### src/pack_frame_check_and_repair_macros.svh
// Assertion helpers for the frame check and repair block.
// Every check is sampled on i_clk and is off while i_rst_n is low.
`ifndef PACK_FRAME_CHECK_AND_REPAIR_MACROS_SVH
`define PACK_FRAME_CHECK_AND_REPAIR_MACROS_SVH

// Same-cycle implication.
`define PFCR_ASSERT_NOW(label, ante, cons, msg) \
    label: assert property (@(posedge i_clk) disable iff (!i_rst_n) \
        (ante) |-> (cons)) else $error(msg);

// Next-cycle implication.
`define PFCR_ASSERT_NEXT(label, ante, cons, msg) \
    label: assert property (@(posedge i_clk) disable iff (!i_rst_n) \
        (ante) |=> (cons)) else $error(msg);

`endif

### src/pfcr_pkg.sv
package pfcr_pkg;

    localparam int unsigned POS_W = 5;
    localparam int unsigned TDATA_W = 56;

    // Byte positions within the 32-byte frame
    localparam logic [POS_W-1:0] POS_FIRST      = 5'd0;
    localparam logic [POS_W-1:0] POS_LOW_END    = 5'd7;
    localparam logic [POS_W-1:0] POS_TYPE       = 5'd11;
    localparam logic [POS_W-1:0] POS_HIGH_START = 5'd16;
    localparam logic [POS_W-1:0] POS_CAPACITY   = 5'd16;
    localparam logic [POS_W-1:0] POS_FLAG       = 5'd17;
    localparam logic [POS_W-1:0] POS_STATUS     = 5'd19;
    localparam logic [POS_W-1:0] POS_HIGH_END   = 5'd19;
    localparam logic [POS_W-1:0] POS_CS0        = 5'd20;
    localparam logic [POS_W-1:0] POS_CS2        = 5'd21;
    localparam logic [POS_W-1:0] POS_COUNT_HI   = 5'd26;
    localparam logic [POS_W-1:0] POS_COUNT_LO   = 5'd27;
    localparam logic [POS_W-1:0] POS_LAST       = 5'd31;

    localparam logic [7:0] FAMILY_ID = 8'hF1;
    localparam logic [7:0] HIGH_MASK = 8'hF0;

    // Cause flag bits
    localparam int unsigned CAUSE_CS0  = 0;
    localparam int unsigned CAUSE_CS2  = 1;
    localparam int unsigned CAUSE_FLAG = 2;

    typedef struct packed {
        logic               tlast;
        logic [TDATA_W-1:0] tdata;
    } t_beat;

    function automatic logic [7:0] swap_nibbles(input logic [7:0] b);
        return {b[3:0], b[7:4]};
    endfunction

endpackage

### src/pack_frame_check_and_repair.sv
// Battery status frame check and repair. Takes a 32-byte frame one byte per
// transaction (frame_start in s_axis_tuser restarts at byte 0; without it the
// position wraps after byte 31) and returns one repaired byte per byte: nibble
// 34 cleared, nibble 41 rewritten with CS0 (4-bit sum of nibbles 0..15) and
// nibble 43 with CS2 (4-bit sum of nibbles 32..40 after the clear). The result
// for byte 31 carries tlast and the verdict: the three lock causes judged on
// the original frame, the family check and the decoded fields; on other bytes
// those fields read zero. The repair is applied whatever byte 0 holds.
// Rate: one byte per clock sustained while results are taken. The running sums
// are updated in the accepting cycle and the result lands in a two-deep
// output register, so a stalled result does not stop the next byte going in;
// s_axis_tready drops only once both output slots are full, and is held low
// while i_rst_n is low.
module pack_frame_check_and_repair (
    input  logic                              i_clk,
    input  logic                              i_rst_n,
    input  logic                              s_axis_tvalid,
    output logic                              s_axis_tready,
    input  logic [7:0]                        s_axis_tdata,  // [7:0] frame_byte
    input  logic [0:0]                        s_axis_tuser,  // [0] frame_start
    output logic                              m_axis_tvalid,
    input  logic                              m_axis_tready,
    // [7:0] repaired_byte, [8] cs0_bad, [9] cs2_bad, [10] flag34_set,
    // [11] lock_any, [12] family_match, [20:13] pack_kind,
    // [28:21] capacity_tenths, [36:29] status_byte, [37] fail_locked,
    // [49:38] cycle_total, [55:50] zero
    output logic [pfcr_pkg::TDATA_W-1:0]      m_axis_tdata,
    output logic                              m_axis_tlast   // frame_done
);

    `include "pack_frame_check_and_repair_macros.svh"

    // Frame state
    logic [pfcr_pkg::POS_W-1:0] r_pos, n_pos;
    logic [3:0]  r_sum_lo, n_sum_lo;     // nibbles 0..15
    logic [3:0]  r_sum_ho, n_sum_ho;     // nibbles 32..40, as received
    logic [3:0]  r_sum_hr, n_sum_hr;     // nibbles 32..40, nibble 34 cleared
    logic [2:0]  r_cause, n_cause;
    logic        r_family, n_family;
    logic [7:0]  r_type, n_type;
    logic [7:0]  r_cap, n_cap;
    logic [7:0]  r_status, n_status;
    logic        r_fail, n_fail;
    logic [11:0] r_count, n_count;

    // Output slots
    logic            r_out_v, r_skid_v;
    pfcr_pkg::t_beat r_out, r_skid;

    logic                       w_in_fire, w_out_fire;
    logic [pfcr_pkg::POS_W-1:0] w_pos;
    logic [3:0]                 w_lo, w_hi;
    logic                       w_first;
    logic [7:0]                 w_rb;
    pfcr_pkg::t_beat            w_beat;

    assign w_in_fire  = s_axis_tvalid && s_axis_tready;
    assign w_out_fire = m_axis_tvalid && m_axis_tready;

    assign w_pos   = s_axis_tuser[0] ? pfcr_pkg::POS_FIRST : r_pos;
    assign w_lo    = s_axis_tdata[3:0];
    assign w_hi    = s_axis_tdata[7:4];
    assign w_first = (w_pos == pfcr_pkg::POS_FIRST);

    // Per-byte update: sums restart on byte 0, holds persist across frames
    always_comb begin
        n_pos    = 5'(w_pos + 5'd1);
        n_sum_lo = w_first ? 4'd0 : r_sum_lo;
        n_sum_ho = w_first ? 4'd0 : r_sum_ho;
        n_sum_hr = w_first ? 4'd0 : r_sum_hr;
        n_cause  = w_first ? 3'd0 : r_cause;
        n_family = w_first ? (s_axis_tdata == pfcr_pkg::FAMILY_ID) : r_family;
        n_type   = r_type;
        n_cap    = r_cap;
        n_status = r_status;
        n_fail   = r_fail;
        n_count  = r_count;
        w_rb     = s_axis_tdata;

        priority if (w_pos <= pfcr_pkg::POS_LOW_END) begin
            n_sum_lo = 4'(n_sum_lo + w_lo + w_hi);
        end else if (w_pos >= pfcr_pkg::POS_HIGH_START &&
                     w_pos <= pfcr_pkg::POS_HIGH_END) begin
            n_sum_ho = 4'(n_sum_ho + w_lo + w_hi);
            if (w_pos == pfcr_pkg::POS_FLAG) begin
                // nibble 34 is dropped from the repaired sum and cleared
                n_sum_hr = 4'(n_sum_hr + w_hi);
                if (w_lo != 4'd0) begin
                    n_cause[pfcr_pkg::CAUSE_FLAG] = 1'b1;
                end
                w_rb = s_axis_tdata & pfcr_pkg::HIGH_MASK;
            end else begin
                n_sum_hr = 4'(n_sum_hr + w_lo + w_hi);
            end
        end else if (w_pos == pfcr_pkg::POS_CS0) begin
            n_sum_ho = 4'(n_sum_ho + w_lo);
            n_sum_hr = 4'(n_sum_hr + w_lo);
            if (w_hi != r_sum_lo) begin
                n_cause[pfcr_pkg::CAUSE_CS0] = 1'b1;
            end
            n_fail = (w_lo != 4'd0);
            w_rb   = {r_sum_lo, w_lo};
        end else if (w_pos == pfcr_pkg::POS_CS2) begin
            if (w_hi != r_sum_ho) begin
                n_cause[pfcr_pkg::CAUSE_CS2] = 1'b1;
            end
            w_rb = {r_sum_hr, w_lo};
        end else begin
            w_rb = s_axis_tdata;
        end

        if (w_pos == pfcr_pkg::POS_TYPE) begin
            n_type = pfcr_pkg::swap_nibbles(s_axis_tdata);
        end
        if (w_pos == pfcr_pkg::POS_CAPACITY) begin
            n_cap = pfcr_pkg::swap_nibbles(s_axis_tdata);
        end
        if (w_pos == pfcr_pkg::POS_STATUS) begin
            n_status = s_axis_tdata;
        end
        if (w_pos == pfcr_pkg::POS_COUNT_HI) begin
            n_count = {w_hi, 8'd0};
        end
        if (w_pos == pfcr_pkg::POS_COUNT_LO) begin
            n_count = {r_count[11:8], pfcr_pkg::swap_nibbles(s_axis_tdata)};
        end
    end

    // Result beat; verdict only on the last byte (nothing updates on it)
    always_comb begin
        w_beat.tlast = (w_pos == pfcr_pkg::POS_LAST);
        w_beat.tdata = {{(pfcr_pkg::TDATA_W - 8){1'b0}}, w_rb};
        if (w_beat.tlast) begin
            w_beat.tdata = {6'd0, r_count, r_fail, r_status, r_cap, r_type, r_family,
                            (r_cause != 3'd0),
                            r_cause[pfcr_pkg::CAUSE_FLAG],
                            r_cause[pfcr_pkg::CAUSE_CS2],
                            r_cause[pfcr_pkg::CAUSE_CS0],
                            w_rb};
        end
    end

    always_ff @(posedge i_clk) begin
        if (!i_rst_n) begin
            r_pos    <= '0;
            r_sum_lo <= '0;
            r_sum_ho <= '0;
            r_sum_hr <= '0;
            r_cause  <= '0;
            r_family <= 1'b0;
            r_type   <= '0;
            r_cap    <= '0;
            r_status <= '0;
            r_fail   <= 1'b0;
            r_count  <= '0;
        end else if (w_in_fire) begin
            r_pos    <= n_pos;
            r_sum_lo <= n_sum_lo;
            r_sum_ho <= n_sum_ho;
            r_sum_hr <= n_sum_hr;
            r_cause  <= n_cause;
            r_family <= n_family;
            r_type   <= n_type;
            r_cap    <= n_cap;
            r_status <= n_status;
            r_fail   <= n_fail;
            r_count  <= n_count;
        end
    end

    // Two-slot output: the skid slot catches a byte while the output stalls
    always_ff @(posedge i_clk) begin
        if (!i_rst_n) begin
            r_out_v  <= 1'b0;
            r_skid_v <= 1'b0;
        end else if (w_out_fire || !r_out_v) begin
            r_out_v  <= r_skid_v || w_in_fire;
            r_skid_v <= 1'b0;
        end else if (w_in_fire) begin
            r_skid_v <= 1'b1;
        end
    end

    always_ff @(posedge i_clk) begin
        if (w_out_fire || !r_out_v) begin
            r_out <= r_skid_v ? r_skid : w_beat;
        end else if (w_in_fire) begin
            r_skid <= w_beat;
        end
    end

    assign s_axis_tready = i_rst_n && !r_skid_v;
    assign m_axis_tvalid = r_out_v;
    assign m_axis_tdata  = r_out.tdata;
    assign m_axis_tlast  = r_out.tlast;

    `PFCR_ASSERT_NOW(a_skid_behind_out, r_skid_v, r_out_v,
        "skid slot full while output slot empty")
    `PFCR_ASSERT_NOW(a_no_verdict_mid_frame, m_axis_tvalid && !m_axis_tlast,
        m_axis_tdata[pfcr_pkg::TDATA_W-1:8] == '0,
        "verdict fields set on a byte other than the last")
    `PFCR_ASSERT_NOW(a_lock_is_or, m_axis_tvalid,
        m_axis_tdata[11] == (m_axis_tdata[8] || m_axis_tdata[9] || m_axis_tdata[10]),
        "lock_any disagrees with its causes")
    `PFCR_ASSERT_NEXT(a_start_restarts, w_in_fire && s_axis_tuser[0],
        r_pos == 5'd1, "frame start did not restart the byte position")

endmodule

### config.mk
export PLATFORM = sky130hd
export DESIGN_NAME = pack_frame_check_and_repair
export DESIGN_NICKNAME = d
export VERILOG_FILES = /design/src/pfcr_pkg.sv /design/src/pack_frame_check_and_repair.sv
export VERILOG_INCLUDE_DIRS = /design/src /design/src/src
export SDC_FILE = /design/constraint.sdc
export NUM_CORES = 1
export LEC_CHECK = 0
export ABC_CLOCK_PERIOD_IN_PS = 11100
export BUFFER_PORTS_ARGS = -buffer_cell sky130_fd_sc_hd__buf_2
export CAP_MARGIN = 20
export CORE_ASPECT_RATIO = 0.7
export CORE_MARGIN = 5
export CORE_UTILIZATION = 35
export CTS_BUF_LIST = sky130_fd_sc_hd__clkbuf_16
export CTS_CLUSTER_DIAMETER = 100
export DETAILED_ROUTE_END_ITERATION = 8
export HOLD_SLACK_MARGIN = 0.03
export PLACE_DENSITY = 0.55
export SLEW_MARGIN = 10
export SYNTH_ARGS = -nofsm -noshare
export SYNTH_HDL_FRONTEND = slang
export SYNTH_SLANG_ARGS = --single-unit
### constraint.sdc
create_clock -name i_clk -period 11.1 [get_ports i_clk]
set_input_delay 1.665 -clock i_clk [delete_from_list [all_inputs] [get_ports i_clk]]
set_output_delay 1.665 -clock i_clk [all_outputs]
set_load 0.05 [all_outputs]
== Word level (Yosys, flattened, before mapping) ==
Index checks and enable logic that the tools add are counted.
Storage, ports and cells
  bits in registers: 174
  word-level logic and storage cells: 99
  bits of input ports: 13
  output and inout bits: 59
Cells by class
  multiplexer cells: 32
  reductions and logical operators: 21
  $lt $le $gt $ge: 3
  equality and inequality tests: 12
  add/sub/neg operators: 8
  bitwise operators: 5
Operators by type and width (count)
  $mux 57: 1
  $mux 50: 1
  $mux 4: 12
  $mux 8: 6
  $eq 5x5->1 const B: 8
  $add 4x4->4: 7
  $reduce_and 2->1: 6
  $eq 8x8->1 const B: 1
  $mux 1: 8
  $ne 4x4->1: 2
  $mux 3: 2
  $add 5x1->5 const B: 1
  $eq 5x4->1 const B: 1
  $ge 5x5->1 const B: 1
  $le 5x3->1 const B: 1
  $le 5x5->1 const B: 1
  $logic_not 5->1: 1
  $mux 5: 1
  $not 1->1: 5
  $logic_and 1x1->1: 4
  $reduce_and 4->1: 1
  $reduce_bool 4->1: 1
  $reduce_and 3->1: 1
  $reduce_bool 3->1: 1
  5 further kinds: 7

== Logic depth before layout (Yosys ltp) ==
  depth in word-level cells: 8
  gate-level depth with buffers: 21
  gate-level depth less buffers: 18

== Worst setup path after synthesis ==
No wires, ideal clock.
  kind: in2reg
  start point: input port i_rst_n
  end point: register r_skid[0] in the netlist's numbering, enable pin
  library setup time: 0.460 ns
  buffers on the path: 3
  slack: 5.209 ns
  stages: 6
  data required time: 10.640 ns
  arrival: 5.431 ns
  cell sequence: buf_2 nor2b_1 nand2_1 clkbuf_1 clkbuf_1 nor2_1
Between the ends
  word-level cells in the longest chain between the ends: 3
Ends and longest elaborated chain
  start: declaration: line pack_frame_check_and_repair.sv:16  | input logic i_rst_n,
  $logic_and 1x1->1: line pack_frame_check_and_repair.sv:192  | assign s_axis_tready = i_rst_n && !r_skid_v;
  via s_axis_tready: line pack_frame_check_and_repair.sv:18  | output logic s_axis_tready,
  $logic_and 1x1->1: line pack_frame_check_and_repair.sv:57  | assign w_in_fire = s_axis_tvalid && s_axis_tready;
  $reduce_and 2->1 (no source line)
  end signal: assignment: line pack_frame_check_and_repair.sv:188  | r_skid <= w_beat;
  end: declaration: line pack_frame_check_and_repair.sv:48  | pfcr_pkg::t_beat r_out, r_skid;
The timed path passes the listed nets, and every way through them passes these cells.
A chain may end at the register's enable or synchronous reset.

== Worst setup path after layout ==
  start point: input port s_axis_tuser
  end point: register r_sum_hr[3]
Between the ends
  word-level cells in the longest chain between the ends: 8
Ends and longest elaborated chain
  start: declaration: line pack_frame_check_and_repair.sv:20  | input logic [0:0] s_axis_tuser,
  $mux 5 (*): line pack_frame_check_and_repair.sv:60  | assign w_pos = s_axis_tuser[0] ? pfcr_pkg::POS_FIRST : r_pos;
  $logic_not 5->1: line pack_frame_check_and_repair.sv:63  | assign w_first = (w_pos == pfcr_pkg::POS_FIRST);
  $mux 4: line pack_frame_check_and_repair.sv:70  | n_sum_hr = w_first ? 4'd0 : r_sum_hr;
  $add 4x4->4: line pack_frame_check_and_repair.sv:93, pack_frame_check_and_repair.sv:97
  $add 4x4->4: line pack_frame_check_and_repair.sv:93  | n_sum_hr = 4'(n_sum_hr + w_lo + w_hi);
  $mux 4: line pack_frame_check_and_repair.sv:85  | if (w_pos == pfcr_pkg::POS_FLAG) begin
  $mux 4: line pack_frame_check_and_repair.sv:82  | end else if (w_pos >= pfcr_pkg::POS_HIGH_START &&
  $mux 4 (*): line pack_frame_check_and_repair.sv:80  | priority if (w_pos <= pfcr_pkg::POS_LOW_END) begin
  end signal: assignment: line pack_frame_check_and_repair.sv:160  | r_sum_hr <= n_sum_hr;
  end: declaration: line pack_frame_check_and_repair.sv:37  | logic [3:0] r_sum_hr, n_sum_hr;
Every way passes the cells marked *; elsewhere a longest branch is shown, timed or not.

==> impl_metrics.tcl <==
set metrics [dict create \
    status "complete, no violations" \
    crit_arrival_ns 5.09 \
    cts-hold-fix-buffers 0 \
    synth_edf_count 102 \
    area_delta_synth_final_pct 15.32 \
    io_pins 72 \
    grt.total_usage_pct 14.68 \
    fin_setup_tns_ns 0 \
    nNetsFinal 726 \
    regArea_um2 4265 \
    place_congestion 0.8022 \
    cts_tree "yes" \
    clk_transition_reported_paths_ns 0.07 \
    holdWs_ns 0.4516 \
    maxSlewViolCount 0 \
    design_area_um2 8701 \
    grt_pass1_vias 5127 \
    worstPathMaxFanout 15 \
    core_area_um2 21450 \
    period_minus_slack_ns 4.809 \
    drc_errors 0 \
    dpl-instance-area_um2 8102 \
    drv_cap 0 \
    chipHeight_um 132.8 \
    r2r_cells 18 \
    cp-start-kind "input pin" \
    slew_headroom_pct 45.45 \
    grt_first_pass_wirelength_mm 28.32 \
    cp.depth 19 \
    crit_required_ns 11.39 \
    die_w_um 185.5 \
    cts_buffers 17 \
    num_vias 4950 \
    finalClockSkew_ns 0.009632 \
    wl_mm 17.62 \
    reg2reg_slack_ns 7.21 \
    ir_drop_mv 0.1017 \
    layout-drive-gt1-share_pct 23.68 \
    vias_per_cell 5.036 \
    cpPeakStageDelay_ns 0.36 \
    postCtsSetupRepairBufs 0 \
    overflow 0 \
    post_cts_resized 0 \
    grt_max_degree 55 \
    final_core_util_pct 40.56 \
    detail_route.iter0.violations 324 \
    syn_area_um2 7545 \
    worst_pin_slew_ns 0.8183 \
    num_antenna_cells 0 \
    num-fill-cells 2073 \
    antenna_found_initial 0 \
    synthArstFlopShare_pct 0 \
    p_per_area_nw_per_um2 160.4 \
    fmax_mhz 208.0 \
    fin_crit_sh_pct 43.32 \
    hold_path.class "flop to flop" \
    wl_per_cell_um 17.93 \
    cts_root_buf "clkbuf_16" \
    p_total_mw 1.395 \
    dieArea_um2 24640 \
    critPathCapture "r_sum_hr[3]$_SDFFE_PN0P_" \
    cp_num_buf_inv 4 \
    syn_avg_cell_area_um2 11.90 \
    leakagePower_nw 3.506 \
    crit_type "input pin to flop" \
    clock-sinks 162 \
    setup_violations 0 \
    synth_cells 634 \
    rows 45 \
    crit_top_cell "ha_1" \
    ys_ff_latch 162 \
    cts_max_level 4 \
    yosysSeqAreaShare_pct 56.52 \
    finalHoldViolCount 0 \
    r2r-start "r_pos[0]$_SDFFE_PN0P_" \
    rsz0062_at_grt "no" \
    ys_types 59 \
    crit_chain "buf_2 -> nor2b_1 -> inv_1 -> ha_1 -> o21ai_1 -> buf_4 -> nand2_1 -> inv_1 -> ha_1 -> ha_1 -> nand2_1 -> o21ai_0 -> ha_1 -> a21o_1 -> a21oi_1 -> xnor2_1 -> xnor3_1 -> nand2_1 -> a211oi_1" \
    clockBufferDepth 2 \
    reg2reg_to "r_sum_hr[3]$_SDFFE_PN0P_" \
    port_buffers 65 \
    cp-startpoint "s_axis_tuser" \
    yosys_warnings 0 \
    antenna_left 0 \
    critPathTopFamily "adder cells" \
    dr.pass1.iters 4 \
    end_kind "flop" \
    slowest_stage "xnor3_1" \
    place_hpwl_mm 11.67 \
    multiInputGateArea_um2 3060 \
    ys.flop_type "edfxtp_1" \
    start_util_pct 35.17 \
    clk-insertion-delay-late_ns 0.43 \
]
==> state kept, by name (all words and copies together) (netlist names) <==
name           count
r_type             8
r_skid_v           1
r_pos              5
m_axis_tvalid      1
r_fail             1
r_status           8
r_cap              8
r_sum_hr           4
r_sum_ho           4
m_axis_tdata      50
r_count           12
r_sum_lo           4
r_cause            3
m_axis_tlast       1
r_family           1
r_skid            51
==> power breakdown <==
| part | internal (mW) | switching (mW) | total (mW) |
|---|---|---|---|
| combinational | 0.0325 | 0.0965 | 0.129 |
| clock | 0.340 | 0.265 | 0.605 |
| sequential | 0.655 | 0.00685 | 0.662 |
| total | 1.03 | 0.368 | 1.40 |
==> cell families (layout without fill, tap and decap cells) <==
logic type / after synthesis / after routing / synth area share [%]
mux: 77 / 77 / 11.06
compound gates: 90 / 90 / 7.645
xor+xnor: 21 / 21 / 2.620
fa+ha+maj: 25 / 25 / 4.842
simple gates: 204 / 204 / 13.96
other cells: 1 / 6 / 0.04970
buf+inv: 54 / 116 / 3.300
flops: 162 / 162 / 56.52
==> synth_stat cells, types with 2 or more instances <==
cell,count,area (um^2)
edfxtp_1,102,3063
clkbuf_1,19,71.32
o21ai_0,17,85.08
and2_1,56,350.3
ha_1,18,225.2
dfxtp_1,60,1201
inv_1,11,41.29
buf_1,7,26.28
nand2_2,3,18.77
nand3_1,16,80.08
a22oi_1,3,22.52
o211ai_1,2,15.01
mux2_2,51,574.3
nand2_1,39,146.4
nor4_1,4,25.02
nor2b_1,7,43.79
a21o_1,5,37.54
buf_4,8,60.06
o21ai_1,2,10.01
nand4_1,7,43.79
xnor2_1,12,105.1
o21a_1,2,15.01
mux2i_1,26,260.3
a32oi_1,2,17.52
fa_1,7,140.1
o31ai_1,2,15.01
a211oi_1,6,45.04
a21oi_1,34,170.2
xor2_1,8,70.07
nand2b_1,3,18.77
a31oi_1,5,31.28
buf_2,7,35.03
nor3_1,4,20.02
and3_1,4,25.02
nor2_1,51,191.4
==> tightest hold or removal path, delay by kind of cell, from the launching register on <==
family           cells  cell delay [ns]
flip-flops           1             0.31
AO/OA/AOI/OAI        1             0.05
AND/OR/NAND/NOR      1             0.05
==> how the worst min path moves through the flow <==
stage                              from                        to  slack (ns)  cells after the start
2_1_floorplan   r_count[4]$_SDFFE_PN0P_   r_count[4]$_SDFFE_PN0P_        0.43                      2
3_3_place_gp      r_family$_SDFFE_PN0P_     r_family$_SDFFE_PN0P_        0.44                      2
3_5_place_dp      r_family$_SDFFE_PN0P_     r_family$_SDFFE_PN0P_        0.44                      2
4_1_cts           r_family$_SDFFE_PN0P_     r_family$_SDFFE_PN0P_        0.45                      2
5_1_grt        r_status[0]$_SDFFE_PN0P_  r_status[0]$_SDFFE_PN0P_        0.47                      2
6_report          r_family$_SDFFE_PN0P_     r_family$_SDFFE_PN0P_        0.45                      2
==> area by class of cell <==
class	instances	area share, %
clock buffers	17	4.889
multi-input cells	423	35.17
inverters	12	0.5177
flip-flops and latches	162	49.02
well taps	282	4.055
repair buffers	72	4.343
clock inverters	15	1.999
==> stage by stage <==
stage,std cells,setup WS [ns]
finish,983,6.291
global route,983,5.997
CTS,983,6.321
detailed placement,951,5.903
global placement,951,6.004
floorplan,639,5.209
==> cell usage in the layout, fill, tap and decap left out, types with 4 or more instances in the layout <==
master / count
a211oi_1: 6
a21o_1: 5
a21oi_1: 34
a31oi_1: 5
and2_1: 56
and3_1: 4
buf_2: 65
buf_4: 7
clkbuf_16: 17
conb_1: 6
dfxtp_1: 59
edfxtp_1: 102
fa_1: 7
ha_1: 18
inv_1: 11
inv_8: 4
mux2_2: 51
mux2i_1: 26
nand2_1: 39
nand3_1: 16
nand4_1: 7
nor2_1: 50
nor2b_1: 7
nor3_1: 4
nor4_1: 4
o21ai_0: 17
xnor2_1: 12
xor2_1: 8
==> layer usage <==
| layer | share of wire (%) | track usage, % | vias to the layer above |
|---|---|---|---|
| li1 | - | - | 2369 |
| met2 | 42 | 21.25 | 117 |
| met3 | 5.5 | 3.682 | 22 |
| met1 | 51 | 21.65 | 2442 |
| met4 | 1.7 | 4.360 | 0 |
| met5 | 0 | 0 | - |
(Power assumes the default switching activity.)
